`config.mk`:
```
export PLATFORM = sky130hd
export DESIGN_NAME = ascii_integer_parser_flat
export DESIGN_NICKNAME = d
export VERILOG_FILES = /design/src/aip_pkg.sv /design/src/aip_if.sv /design/src/aip_front.sv /design/src/aip_queue.sv /design/src/aip_back.sv /design/src/ascii_integer_parser.sv /design/src/flat_wrapper.sv
export VERILOG_INCLUDE_DIRS = /design/src /design/src/src
export SDC_FILE = /design/constraint.sdc
export NUM_CORES = 2
export LEC_CHECK = 0
export BUFFER_PORTS_ARGS = -buffer_cell sky130_fd_sc_hd__buf_2
export CELL_PAD_IN_SITES_DETAIL_PLACEMENT = 0
export CELL_PAD_IN_SITES_GLOBAL_PLACEMENT = 1
export CORE_MARGIN = 3
export CORE_UTILIZATION = 40
export DETAILED_ROUTE_END_ITERATION = 10
export PLACE_DENSITY_LB_ADDON = 0.1
export SYNTH_ARGS = -nofsm -noshare
export SYNTH_HDL_FRONTEND = slang
export SYNTH_SLANG_ARGS = --single-unit
```
`constraint.sdc`:
```
create_clock -name clk -period 9.7 [get_ports clk]
set_input_delay 0.485 -clock clk [delete_from_list [all_inputs] [get_ports clk]]
set_output_delay 0.485 -clock clk [all_outputs]
set_load 0.01 [all_outputs]
```
`src/ascii_integer_parser_macros.svh`:
```
// Assertion macros for the ASCII integer parser.
`ifndef ASCII_INTEGER_PARSER_MACROS_SVH
`define ASCII_INTEGER_PARSER_MACROS_SVH
`ifndef SYNTHESIS
`define AIP_ASSERT_IMPLY(lbl, ante, cons, msg) \
	lbl: assert property (@(posedge clk) disable iff (!arst_n) (ante) |-> (cons)) \
		else $error(msg);
`define AIP_ASSERT_NEXT(lbl, ante, cons, msg) \
	lbl: assert property (@(posedge clk) disable iff (!arst_n) (ante) |=> (cons)) \
		else $error(msg);
`else
`define AIP_ASSERT_IMPLY(lbl, ante, cons, msg)
`define AIP_ASSERT_NEXT(lbl, ante, cons, msg)
`endif
`endif

```
`src/aip_pkg.sv`:
```
// Shared types and constants of the ASCII integer parser.
package aip_pkg;

	localparam int RES_W = 64;
	localparam int POS_W = 16;
	localparam int OFFSET_W = 16;
	localparam int CHAR_W = 8;
	localparam int BASE_W = 6;
	localparam int DIGIT_W = 6;
	localparam int CFG_IDX_W = 1;
	localparam int CFG_DATA_W = 6;
	localparam int QUEUE_DEPTH = 2;

	localparam logic [CFG_IDX_W-1:0] CFG_NUMBER_BASE = 1'd0;
	localparam logic [CFG_IDX_W-1:0] CFG_SIGNED_MODE = 1'd1;

	typedef enum logic [1:0] {
		ST_OK,
		ST_NO_DIGITS,
		ST_OVERFLOW,
		ST_BAD_BASE
	} status_t;

	typedef enum logic [2:0] {
		PH_SPACE,
		PH_SIGNED,
		PH_ZERO,
		PH_HEXPFX,
		PH_DIGITS,
		PH_DONE
	} phase_t;

	typedef struct packed {
		logic [DIGIT_W-1:0] digit;
		logic               alnum;
		logic               space;
		logic               plus;
		logic               minus;
		logic               zero;
		logic               hex_x;
		logic               last;
	} cls_t;

endpackage

```
`src/aip_if.sv`:
```
// Channel interfaces of the ASCII integer parser.
interface aip_char_if;
	logic                      valid;
	logic                      ready;
	logic [aip_pkg::CHAR_W-1:0] char_code;
	logic                      last_char;

	modport source(output valid, char_code, last_char, input ready);
	modport sink(input valid, char_code, last_char, output ready);
endinterface

interface aip_result_if;
	logic                         valid;
	logic                         ready;
	logic [aip_pkg::RES_W-1:0]    value;
	logic [1:0]                   status;
	logic [aip_pkg::OFFSET_W-1:0] end_offset;
	logic                         stopped_early;

	modport source(output valid, value, status, end_offset, stopped_early, input ready);
	modport sink(input valid, value, status, end_offset, stopped_early, output ready);
endinterface

```
`src/aip_front.sv`:
```
// Front end: accepts characters and classifies them for the parse engine.
module aip_front (
	aip_char_if.sink          chars,
	input  logic              full,
	output logic              push,
	output aip_pkg::cls_t     item
);

	localparam logic [aip_pkg::CHAR_W-1:0] CH_TAB   = 8'd9;
	localparam logic [aip_pkg::CHAR_W-1:0] CH_CR    = 8'd13;
	localparam logic [aip_pkg::CHAR_W-1:0] CH_SPACE = 8'd32;
	localparam logic [aip_pkg::CHAR_W-1:0] CH_PLUS  = 8'd43;
	localparam logic [aip_pkg::CHAR_W-1:0] CH_MINUS = 8'd45;
	localparam logic [aip_pkg::CHAR_W-1:0] CH_0     = 8'd48;
	localparam logic [aip_pkg::CHAR_W-1:0] CH_9     = 8'd57;
	localparam logic [aip_pkg::CHAR_W-1:0] CH_UA    = 8'd65;
	localparam logic [aip_pkg::CHAR_W-1:0] CH_UX    = 8'd88;
	localparam logic [aip_pkg::CHAR_W-1:0] CH_UZ    = 8'd90;
	localparam logic [aip_pkg::CHAR_W-1:0] CH_LA    = 8'd97;
	localparam logic [aip_pkg::CHAR_W-1:0] CH_LX    = 8'd120;
	localparam logic [aip_pkg::CHAR_W-1:0] CH_LZ    = 8'd122;
	localparam logic [aip_pkg::CHAR_W-1:0] LETTER_OFS = 8'd10;

	logic [aip_pkg::CHAR_W-1:0] c;
	logic [aip_pkg::CHAR_W-1:0] dec;

	assign c = chars.char_code;
	assign chars.ready = !full;
	assign push = chars.valid && !full;

	always_comb begin
		dec = '0;
		item.alnum = 1'b1;
		if (c >= CH_0 && c <= CH_9) begin
			dec = c - CH_0;
		end else if (c >= CH_UA && c <= CH_UZ) begin
			dec = c - CH_UA + LETTER_OFS;
		end else if (c >= CH_LA && c <= CH_LZ) begin
			dec = c - CH_LA + LETTER_OFS;
		end else begin
			item.alnum = 1'b0;
		end
		item.digit = dec[aip_pkg::DIGIT_W-1:0];
		item.space = (c == CH_SPACE) || (c >= CH_TAB && c <= CH_CR);
		item.plus  = (c == CH_PLUS);
		item.minus = (c == CH_MINUS);
		item.zero  = (c == CH_0);
		item.hex_x = (c == CH_UX) || (c == CH_LX);
		item.last  = chars.last_char;
	end

endmodule

```
`src/aip_queue.sv`:
```
// Short queue of classified characters between front end and parse engine.
module aip_queue (
	input  logic          clk,
	input  logic          arst_n,
	input  logic          push,
	input  aip_pkg::cls_t push_item,
	output logic          full,
	input  logic          pop,
	output logic          head_valid,
	output aip_pkg::cls_t head
);

	localparam int PTR_W = $clog2(aip_pkg::QUEUE_DEPTH);
	localparam int CNT_W = $clog2(aip_pkg::QUEUE_DEPTH + 1);

	aip_pkg::cls_t    mem_q [aip_pkg::QUEUE_DEPTH];
	logic [PTR_W-1:0] wr_q;
	logic [PTR_W-1:0] rd_q;
	logic [CNT_W-1:0] count_q;

	assign full = (count_q == CNT_W'(aip_pkg::QUEUE_DEPTH));
	assign head_valid = (count_q != '0);
	assign head = mem_q[rd_q];

	always_ff @(posedge clk) begin
		if (push) begin
			mem_q[wr_q] <= push_item;
		end
	end

	always_ff @(posedge clk or negedge arst_n) begin
		if (!arst_n) begin
			wr_q    <= '0;
			rd_q    <= '0;
			count_q <= '0;
		end else begin
			if (push) begin
				wr_q <= wr_q + 1'b1;
			end
			if (pop) begin
				rd_q <= rd_q + 1'b1;
			end
			if (push && !pop) begin
				count_q <= count_q + 1'b1;
			end else if (pop && !push) begin
				count_q <= count_q - 1'b1;
			end
		end
	end

endmodule

```
`src/aip_back.sv`:
```
// Parse engine: phase sequencer, digit accumulator, result stage and output register.
`include "ascii_integer_parser_macros.svh"
module aip_back (
	input  logic                         clk,
	input  logic                         arst_n,
	input  logic                         head_valid,
	input  aip_pkg::cls_t                head,
	output logic                         pop,
	input  logic [aip_pkg::BASE_W-1:0]   number_base,
	input  logic                         signed_mode,
	aip_result_if.source                 results
);

	localparam int RES_W = aip_pkg::RES_W;
	localparam int POS_W = aip_pkg::POS_W;
	localparam int BASE_W = aip_pkg::BASE_W;
	localparam int PROD_W = RES_W + BASE_W + 1;
	localparam logic [BASE_W-1:0] BASE_MIN = 6'd2;
	localparam logic [BASE_W-1:0] BASE_MAX = 6'd36;
	localparam logic [BASE_W-1:0] BASE_ONE = 6'd1;
	localparam logic [BASE_W-1:0] BASE_OCT = 6'd8;
	localparam logic [BASE_W-1:0] BASE_DEC = 6'd10;
	localparam logic [BASE_W-1:0] BASE_HEX = 6'd16;

	function automatic logic [RES_W-1:0] mag_limit(input logic sgn, input logic neg);
		if (!sgn) begin
			mag_limit = '1;
		end else if (neg) begin
			mag_limit = {1'b1, {(RES_W-1){1'b0}}};
		end else begin
			mag_limit = {1'b0, {(RES_W-1){1'b1}}};
		end
	endfunction

	function automatic logic pos_sat_inc_en(input logic [POS_W-1:0] p);
		pos_sat_inc_en = (p != '1);
	endfunction

	function automatic logic [POS_W-1:0] pos_inc(input logic [POS_W-1:0] p);
		pos_inc = pos_sat_inc_en(p) ? p + 1'b1 : p;
	endfunction

	function automatic logic base_bad(input logic [BASE_W-1:0] b);
		base_bad = (b == BASE_ONE) || (b > BASE_MAX);
	endfunction

	aip_pkg::phase_t      phase_q, phase_d;
	logic [RES_W-1:0]     acc_q, acc_d;
	logic                 neg_q, neg_d;
	logic [BASE_W-1:0]    base_q, base_d;
	logic [POS_W-1:0]     pos_q, pos_d;
	logic [POS_W-1:0]     endp_q, endp_d;
	logic                 ovf_q, ovf_d;

	logic                 begin_num;
	logic                 try_num;
	logic                 take;
	logic [BASE_W-1:0]    base_use;
	logic [RES_W-1:0]     lim;
	logic [PROD_W-1:0]    prod;

	logic                 s2_valid_q;
	logic [RES_W-1:0]     acc_s2;
	logic                 neg_s2;
	logic                 ovf_s2;
	logic                 sgn_s2;
	logic                 bad_s2;
	logic [POS_W-1:0]     end_s2;
	logic [POS_W-1:0]     cnt_s2;
	logic                 s2_free;

	logic [RES_W-1:0]     lim_s2;
	logic [RES_W-1:0]     fin_value;
	aip_pkg::status_t     fin_status;
	logic [POS_W-1:0]     fin_end;

	logic                 out_load;
	logic                 out_valid_q;
	logic [RES_W-1:0]     value_q;
	aip_pkg::status_t     status_q;
	logic [aip_pkg::OFFSET_W-1:0] end_q;
	logic                 stop_q;

	assign out_load = s2_valid_q && (!out_valid_q || results.ready);
	assign s2_free = !s2_valid_q || out_load;
	assign pop = head_valid && (!head.last || s2_free);

	always_comb begin
		phase_d = phase_q;
		acc_d = acc_q;
		neg_d = neg_q;
		base_d = base_q;
		endp_d = endp_q;
		ovf_d = ovf_q;
		pos_d = pos_inc(pos_q);
		begin_num = 1'b0;
		try_num = 1'b0;
		take = 1'b0;
		case (phase_q)
			aip_pkg::PH_SPACE: begin
				if (head.space) begin
					phase_d = aip_pkg::PH_SPACE;
				end else if (head.plus || head.minus) begin
					neg_d = head.minus;
					phase_d = aip_pkg::PH_SIGNED;
				end else begin
					begin_num = 1'b1;
				end
			end
			aip_pkg::PH_SIGNED: begin
				begin_num = 1'b1;
			end
			aip_pkg::PH_ZERO: begin
				if (head.hex_x) begin
					base_d = BASE_HEX;
					phase_d = aip_pkg::PH_HEXPFX;
				end else begin
					try_num = 1'b1;
				end
			end
			aip_pkg::PH_HEXPFX, aip_pkg::PH_DIGITS: begin
				try_num = 1'b1;
			end
			default: begin
				phase_d = aip_pkg::PH_DONE;
			end
		endcase

		base_use = base_q;
		if (begin_num) begin
			if (number_base == '0) begin
				base_use = head.zero ? BASE_OCT : BASE_DEC;
			end else begin
				base_use = number_base;
			end
			base_d = base_use;
			if (head.zero && (number_base == '0 || number_base == BASE_HEX)) begin
				take = 1'b1;
				phase_d = aip_pkg::PH_ZERO;
			end else begin
				try_num = 1'b1;
			end
		end

		if (try_num) begin
			if (base_use >= BASE_MIN && base_use <= BASE_MAX && head.alnum &&
					head.digit < base_use) begin
				take = 1'b1;
				phase_d = aip_pkg::PH_DIGITS;
			end else begin
				phase_d = aip_pkg::PH_DONE;
			end
		end

		lim = mag_limit(signed_mode, neg_q);
		prod = PROD_W'(acc_q) * PROD_W'(base_use) + PROD_W'(head.digit);
		if (take) begin
			if (!ovf_q) begin
				if (acc_q > lim || prod > PROD_W'(lim)) begin
					ovf_d = 1'b1;
				end else begin
					acc_d = prod[RES_W-1:0];
				end
			end
			endp_d = pos_inc(pos_q);
		end
	end

	always_ff @(posedge clk or negedge arst_n) begin
		if (!arst_n) begin
			phase_q <= aip_pkg::PH_SPACE;
			acc_q   <= '0;
			neg_q   <= 1'b0;
			base_q  <= '0;
			pos_q   <= '0;
			endp_q  <= '0;
			ovf_q   <= 1'b0;
		end else if (pop) begin
			if (head.last) begin
				phase_q <= aip_pkg::PH_SPACE;
				acc_q   <= '0;
				neg_q   <= 1'b0;
				base_q  <= '0;
				pos_q   <= '0;
				endp_q  <= '0;
				ovf_q   <= 1'b0;
			end else begin
				phase_q <= phase_d;
				acc_q   <= acc_d;
				neg_q   <= neg_d;
				base_q  <= base_d;
				pos_q   <= pos_d;
				endp_q  <= endp_d;
				ovf_q   <= ovf_d;
			end
		end
	end

	always_ff @(posedge clk) begin
		if (pop && head.last) begin
			acc_s2 <= acc_d;
			neg_s2 <= neg_d;
			ovf_s2 <= ovf_d;
			sgn_s2 <= signed_mode;
			bad_s2 <= base_bad(number_base) || base_bad(base_d);
			end_s2 <= endp_d;
			cnt_s2 <= pos_d;
		end
	end

	always_ff @(posedge clk or negedge arst_n) begin
		if (!arst_n) begin
			s2_valid_q <= 1'b0;
		end else if (pop && head.last) begin
			s2_valid_q <= 1'b1;
		end else if (out_load) begin
			s2_valid_q <= 1'b0;
		end
	end

	// The clamp value of an overflow equals the magnitude limit in every mode.
	always_comb begin
		lim_s2 = mag_limit(sgn_s2, neg_s2);
		fin_value = '0;
		fin_end = '0;
		if (bad_s2) begin
			fin_status = aip_pkg::ST_BAD_BASE;
		end else if (end_s2 == '0) begin
			fin_status = aip_pkg::ST_NO_DIGITS;
		end else if (ovf_s2 || acc_s2 > lim_s2) begin
			fin_status = aip_pkg::ST_OVERFLOW;
			fin_value = lim_s2;
			fin_end = end_s2;
		end else begin
			fin_status = aip_pkg::ST_OK;
			fin_value = (sgn_s2 && neg_s2) ? RES_W'(0) - acc_s2 : acc_s2;
			fin_end = end_s2;
		end
	end

	always_ff @(posedge clk) begin
		if (out_load) begin
			value_q  <= fin_value;
			status_q <= fin_status;
			end_q    <= aip_pkg::OFFSET_W'(fin_end);
			stop_q   <= (fin_end != cnt_s2);
		end
	end

	always_ff @(posedge clk or negedge arst_n) begin
		if (!arst_n) begin
			out_valid_q <= 1'b0;
		end else if (out_load) begin
			out_valid_q <= 1'b1;
		end else if (results.ready) begin
			out_valid_q <= 1'b0;
		end
	end

	assign results.valid = out_valid_q;
	assign results.value = value_q;
	assign results.status = status_q;
	assign results.end_offset = end_q;
	assign results.stopped_early = stop_q;

	`AIP_ASSERT_NEXT(a_clear_after_last, pop && head.last, phase_q == aip_pkg::PH_SPACE && acc_q == '0 && pos_q == '0, "parse state not cleared after last character")
	`AIP_ASSERT_IMPLY(a_ovf_has_end, ovf_q, endp_q != '0, "overflow flagged without a consumed digit")
	`AIP_ASSERT_IMPLY(a_digit_phase_has_end, phase_q == aip_pkg::PH_ZERO || phase_q == aip_pkg::PH_HEXPFX || phase_q == aip_pkg::PH_DIGITS, endp_q != '0, "digit phase without a recorded end")
	`AIP_ASSERT_IMPLY(a_empty_result_clean, out_valid_q && (status_q == aip_pkg::ST_NO_DIGITS || status_q == aip_pkg::ST_BAD_BASE), value_q == '0 && end_q == '0, "failed parse carries a value or end offset")
	`AIP_ASSERT_NEXT(a_s2_hold, s2_valid_q && !out_load, s2_valid_q && $stable(acc_s2), "result stage lost while output stalled")

endmodule

```
`src/ascii_integer_parser.sv`:
```
// Top level of the streaming ASCII-to-integer parser.
// The chars channel carries one byte per transfer, with last_char set on the final
// byte of a string. Each string yields exactly one transfer on the results channel:
// the parsed value, a status (ok, no digits, overflow clamped, invalid base), the
// offset of the first unconsumed byte and a flag for bytes left unconsumed.
// The configuration port writes number_base (index 0) and signed_mode (index 1);
// write them only while no string is in flight.
// A byte is taken every cycle while the queue is not full. The parse engine
// multiplies the accumulator by the base and adds one digit per cycle, so that
// loop sets the rate of one byte a cycle. A two-entry queue decouples the front
// end from the parse engine, and a result stage plus an output register let bytes
// of the next string flow while a result waits for the receiver. When the receiver
// stalls, the output holds, the result stage fills, and the queue fills behind a
// last byte, which drops chars.ready.
// Reset clears the parse state, empties the queue and output, and sets both
// configuration registers to zero.
module ascii_integer_parser (
	input  logic                             clk,
	input  logic                             arst_n,
	aip_char_if.sink                         chars,
	aip_result_if.source                     results,
	input  logic                             cfg_we,
	input  logic [aip_pkg::CFG_IDX_W-1:0]    cfg_index,
	input  logic [aip_pkg::CFG_DATA_W-1:0]   cfg_data
);

	logic [aip_pkg::BASE_W-1:0] number_base_q;
	logic                       signed_mode_q;

	logic          push;
	logic          full;
	logic          pop;
	logic          head_valid;
	aip_pkg::cls_t push_item;
	aip_pkg::cls_t head;

	always_ff @(posedge clk or negedge arst_n) begin
		if (!arst_n) begin
			number_base_q <= '0;
			signed_mode_q <= 1'b0;
		end else if (cfg_we) begin
			case (cfg_index)
				aip_pkg::CFG_NUMBER_BASE: number_base_q <= cfg_data[aip_pkg::BASE_W-1:0];
				aip_pkg::CFG_SIGNED_MODE: signed_mode_q <= cfg_data[0];
				default: ;
			endcase
		end
	end

	aip_front u_front (
		.chars (chars),
		.full  (full),
		.push  (push),
		.item  (push_item)
	);

	aip_queue u_queue (
		.clk        (clk),
		.arst_n     (arst_n),
		.push       (push),
		.push_item  (push_item),
		.full       (full),
		.pop        (pop),
		.head_valid (head_valid),
		.head       (head)
	);

	aip_back u_back (
		.clk         (clk),
		.arst_n      (arst_n),
		.head_valid  (head_valid),
		.head        (head),
		.pop         (pop),
		.number_base (number_base_q),
		.signed_mode (signed_mode_q),
		.results     (results)
	);

endmodule
```
`src/flat_wrapper.sv`:
```
// flat-port wrapper written by rule: the top's interface ports become plain ports
module ascii_integer_parser_flat 
  (clk, arst_n, cfg_we, cfg_index, cfg_data, chars_valid, chars_char_code, chars_last_char, chars_ready, results_valid, results_value, results_status, results_end_offset, results_stopped_early, results_ready);
  aip_char_if chars_i ();
  aip_result_if results_i ();
  input  logic clk;
  input  logic arst_n;
  input  logic cfg_we;
  input  logic [aip_pkg::CFG_IDX_W-1:0] cfg_index;
  input  logic [aip_pkg::CFG_DATA_W-1:0] cfg_data;
  input wire logic [$bits(chars_i.valid)-1:0] chars_valid;
  input wire logic [$bits(chars_i.char_code)-1:0] chars_char_code;
  input wire logic [$bits(chars_i.last_char)-1:0] chars_last_char;
  output wire logic [$bits(chars_i.ready)-1:0] chars_ready;
  output wire logic [$bits(results_i.valid)-1:0] results_valid;
  output wire logic [$bits(results_i.value)-1:0] results_value;
  output wire logic [$bits(results_i.status)-1:0] results_status;
  output wire logic [$bits(results_i.end_offset)-1:0] results_end_offset;
  output wire logic [$bits(results_i.stopped_early)-1:0] results_stopped_early;
  input wire logic [$bits(results_i.ready)-1:0] results_ready;
  assign chars_i.valid = chars_valid;
  assign chars_i.char_code = chars_char_code;
  assign chars_i.last_char = chars_last_char;
  assign chars_ready = chars_i.ready;
  assign results_valid = results_i.valid;
  assign results_value = results_i.value;
  assign results_status = results_i.status;
  assign results_end_offset = results_i.end_offset;
  assign results_stopped_early = results_i.stopped_early;
  assign results_i.ready = results_ready;
  ascii_integer_parser u_core (.clk(clk), .arst_n(arst_n), .chars(chars_i), .results(results_i), .cfg_we(cfg_we), .cfg_index(cfg_index), .cfg_data(cfg_data));
endmodule
```
==> flow_summary.json <==
{
  "outcome": "finished clean",
  "seq_area_sq_um": 9280,
  "crit_start": "u_core.u_queue.rd_q",
  "grt_max_degree": 78,
  "reg2reg_from": "u_core.u_queue.rd_q",
  "cts-root-buf": "clkbuf_16",
  "synth_cell_types": 91,
  "utilization_pct": 44.7,
  "ir_drop_v": 0.000121,
  "firstDrtPassIters": 5,
  "die_x_um": 294,
  "ys_seq_elements": 329,
  "slowest_delay_ns": 0.54,
  "arrival_ns": 9.63,
  "grt_pass1_vias": 27203,
  "routed_wl_um": 103000,
  "antenna_found_initial": 1,
  "cts-htree-levels": 2,
  "synth_area_per_cell_sq_um": 9.71,
  "cap_violations": 0,
  "synth_nets": 4051,
  "yosys-top-cells-area": "edfxtp_1, fa_1, ha_1, dfrtp_1, and2_1",
  "num_vias": 26489,
  "yosysWarnings": 0,
  "cp-start-kind": "register",
  "drive_gt1_share_pct": 12.3,
  "area_growth_pct": 10.6,
  "holdBufCountCts": 0,
  "grt_pass1_wl_um": 162000,
  "ios": 106,
  "crit_path_end_kind": "register",
  "fp.dieH_um": 294,
  "diodes": 0,
  "worst_pin_slew_ns": 1.25,
  "period_share_pct": 96.0,
  "finalClockSkew_ns": 0.0253,
  "io_buffers": 105,
  "worstSkewPairLatency_ns": 0.59,
  "core_sq_um": 82100,
  "wl_per_cell_um": 22.3,
  "gp_congestion": 0.900,
  "max_freq_mhz": 107,
  "post-synth-top-area-cell": "edfxtp_1",
  "path_max_fanout": 38,
  "yosysSeqAreaShare_pct": 27.9,
  "final_area_sq_um": 36700,
  "syn-cell-area_sq_um": 33200,
  "whs_ns": 0.0501,
  "synthCells": 3419,
  "cp.required_ns": 10.02,
  "cts_buffer_depth": 3,
  "die_area_sq_um": 86500,
  "setup-tns-final_ns": 0,
  "layout_commonest_cell": "ha_1",
  "drc_errors": 0,
  "layout.nets": 4147,
  "stdcell_count": 4617,
  "post-place-cells": 4537,
  "cp_slowest_cell": "fa_1",
  "multiInputGateArea_sq_um": 22600,
  "hold_class": "input port to async pin",
  "numCtsBuffers": 40,
  "grt_overflow": 0,
  "p_leak_nw": 17.4,
  "synth_edf_count": 209,
  "n_fill_cell": 7883,
  "start_util_pct": 40.4,
  "final_cell_mix": "ha_1, nand2_1, and2_1",
  "slew_headroom_pct": 15.9,
  "clk_pin_slew_worst_paths_ns": 0.06,
  "async_flop_share_pct": 36.5,
  "drtAntennaViolNets": 0,
  "p_per_area_nw_per_um2": 203,
  "rows": 105,
  "dp_hpwl_um": 81700,
  "placedInstanceArea_sq_um": 35300,
  "hold_viol": 0,
  "cts.sinks": 329,
  "yosys.area.top_type_share_pct": 18.9,
  "cts_tree": "built",
  "maxSlewViolCount": 0,
  "setup_viol": 0,
  "grt_usage_pct": 23.9,
  "synth_ff_type": "edfxtp_1",
  "drt-initial-drc-count": 1604,
  "critical_path_class": "register to register",
  "viasPerCell": 5.74,
  "fin_crit_ns": 9.31
}
worst paths after layout:
check	endpoint	slack [ns]	cells after the start
setup / recovery	u_core.u_back.acc_s2[27]	0.39	37
setup reg to reg	u_core.u_back.acc_s2[27]	0.39	37
hold / removal	u_core.u_back.endp_q[14]	0.05	1
min in group clk	u_core.u_queue.mem_q[1][0]	0.10	1
max in group asynchronous	u_core.u_back.acc_q[29]	8.30	2
hold reg to reg	u_core.u_back.base_q[4]	0.49	2
power breakdown:
| group | internal, mW | switching (mW) |
|---|---|---|
| combinational | 1.11 | 2.26 |
| clock | 0.827 | 0.640 |
| sequential | 2.14 | 0.470 |
critical path: cells and delay by family, from the launching register on:
family                   cells  cell delay (ns)
buffers and inverters        7             0.80
adder cells (fa/ha/maj)      6             2.69
flip-flops                   1             0.44
XOR/XNOR                     1             0.20
AO/OA/AOI/OAI               12             2.33
multiplexers                 2             0.77
AND/OR/NAND/NOR              9             1.76
cells by family after synthesis:
group	count (synthesis)	synth area share [%]
buffers and inverters	381	4.71
and+or+nand+nor	1184	18.7
AOI/OAI and AO/OA	721	14.1
xor gates and xnor gates	97	2.56
adders and majority gates	611	28.7
muxes	96	3.19
DFF	329	27.9
metal layers:
layer,global-route usage [%],part of all wire (%),up-vias
met2,39.7,47,625
met1,33.6,46,13344
met3,2.48,4.3,107
met5,0,0,-
li1,-,-,12413
met4,5.74,2.3,0
cell type report:
| type | count | share of cell area [%] |
|---|---|---|
| multi-input combinational | 2710 | 61.5 |
| sequential | 329 | 25.3 |
| timing repair buffer | 217 | 3.98 |
| tap | 1070 | 3.64 |
| clock buffer | 57 | 2.98 |
| inverter | 217 | 2.23 |
| clock inverter | 17 | 0.449 |
timing repair:
action | in CTS | in global routing
endpoints found under the setup margin | 128 | 130
pin swaps | 0 | 7
cloned | 0 | 1
setup buffers | 0 | 5
gates resized for setup | 4 | 38
cell usage after synthesis (all sizes together), types with 40 or more instances:
library cell    n
xnor2          57
nand2         345
a21oi         173
o21ai         181
dfrtp         120
or3            55
fa            252
ha            359
inv           216
xor2           40
edfxtp        209
nand4          97
a31oi          63
a22o           90
buf            45
and2          269
nor3           68
nand3          49
nor2          150
clkbuf        119
mux2           78
a21o           67
per-stage QoR:
stage	power, mW	setup slack [ns]
floorplan	4.62	0.722
global placement	5.91	-0.0850
detailed placement	6.00	-0.135
CTS	7.49	0.0223
global route	7.96	-0.0243
finish	7.44	0.385
state kept, by name, indices dropped and copies added, names as in the netlist, 3 cells and up:
signal	count
u_core.u_back.acc_s2	64
u_core.u_back.results.end_offset	16
u_core.u_back.cnt_s2	16
u_core.number_base_q	6
u_core.u_back.base_q	6
u_core.u_back.endp_q	16
u_core.u_back.acc_q	64
u_core.u_back.results.value	64
u_core.u_queue.mem_q	26
u_core.u_back.phase_q	3
u_core.u_back.end_s2	16
u_core.u_back.pos_q	16
(Power assumes the default switching activity.)
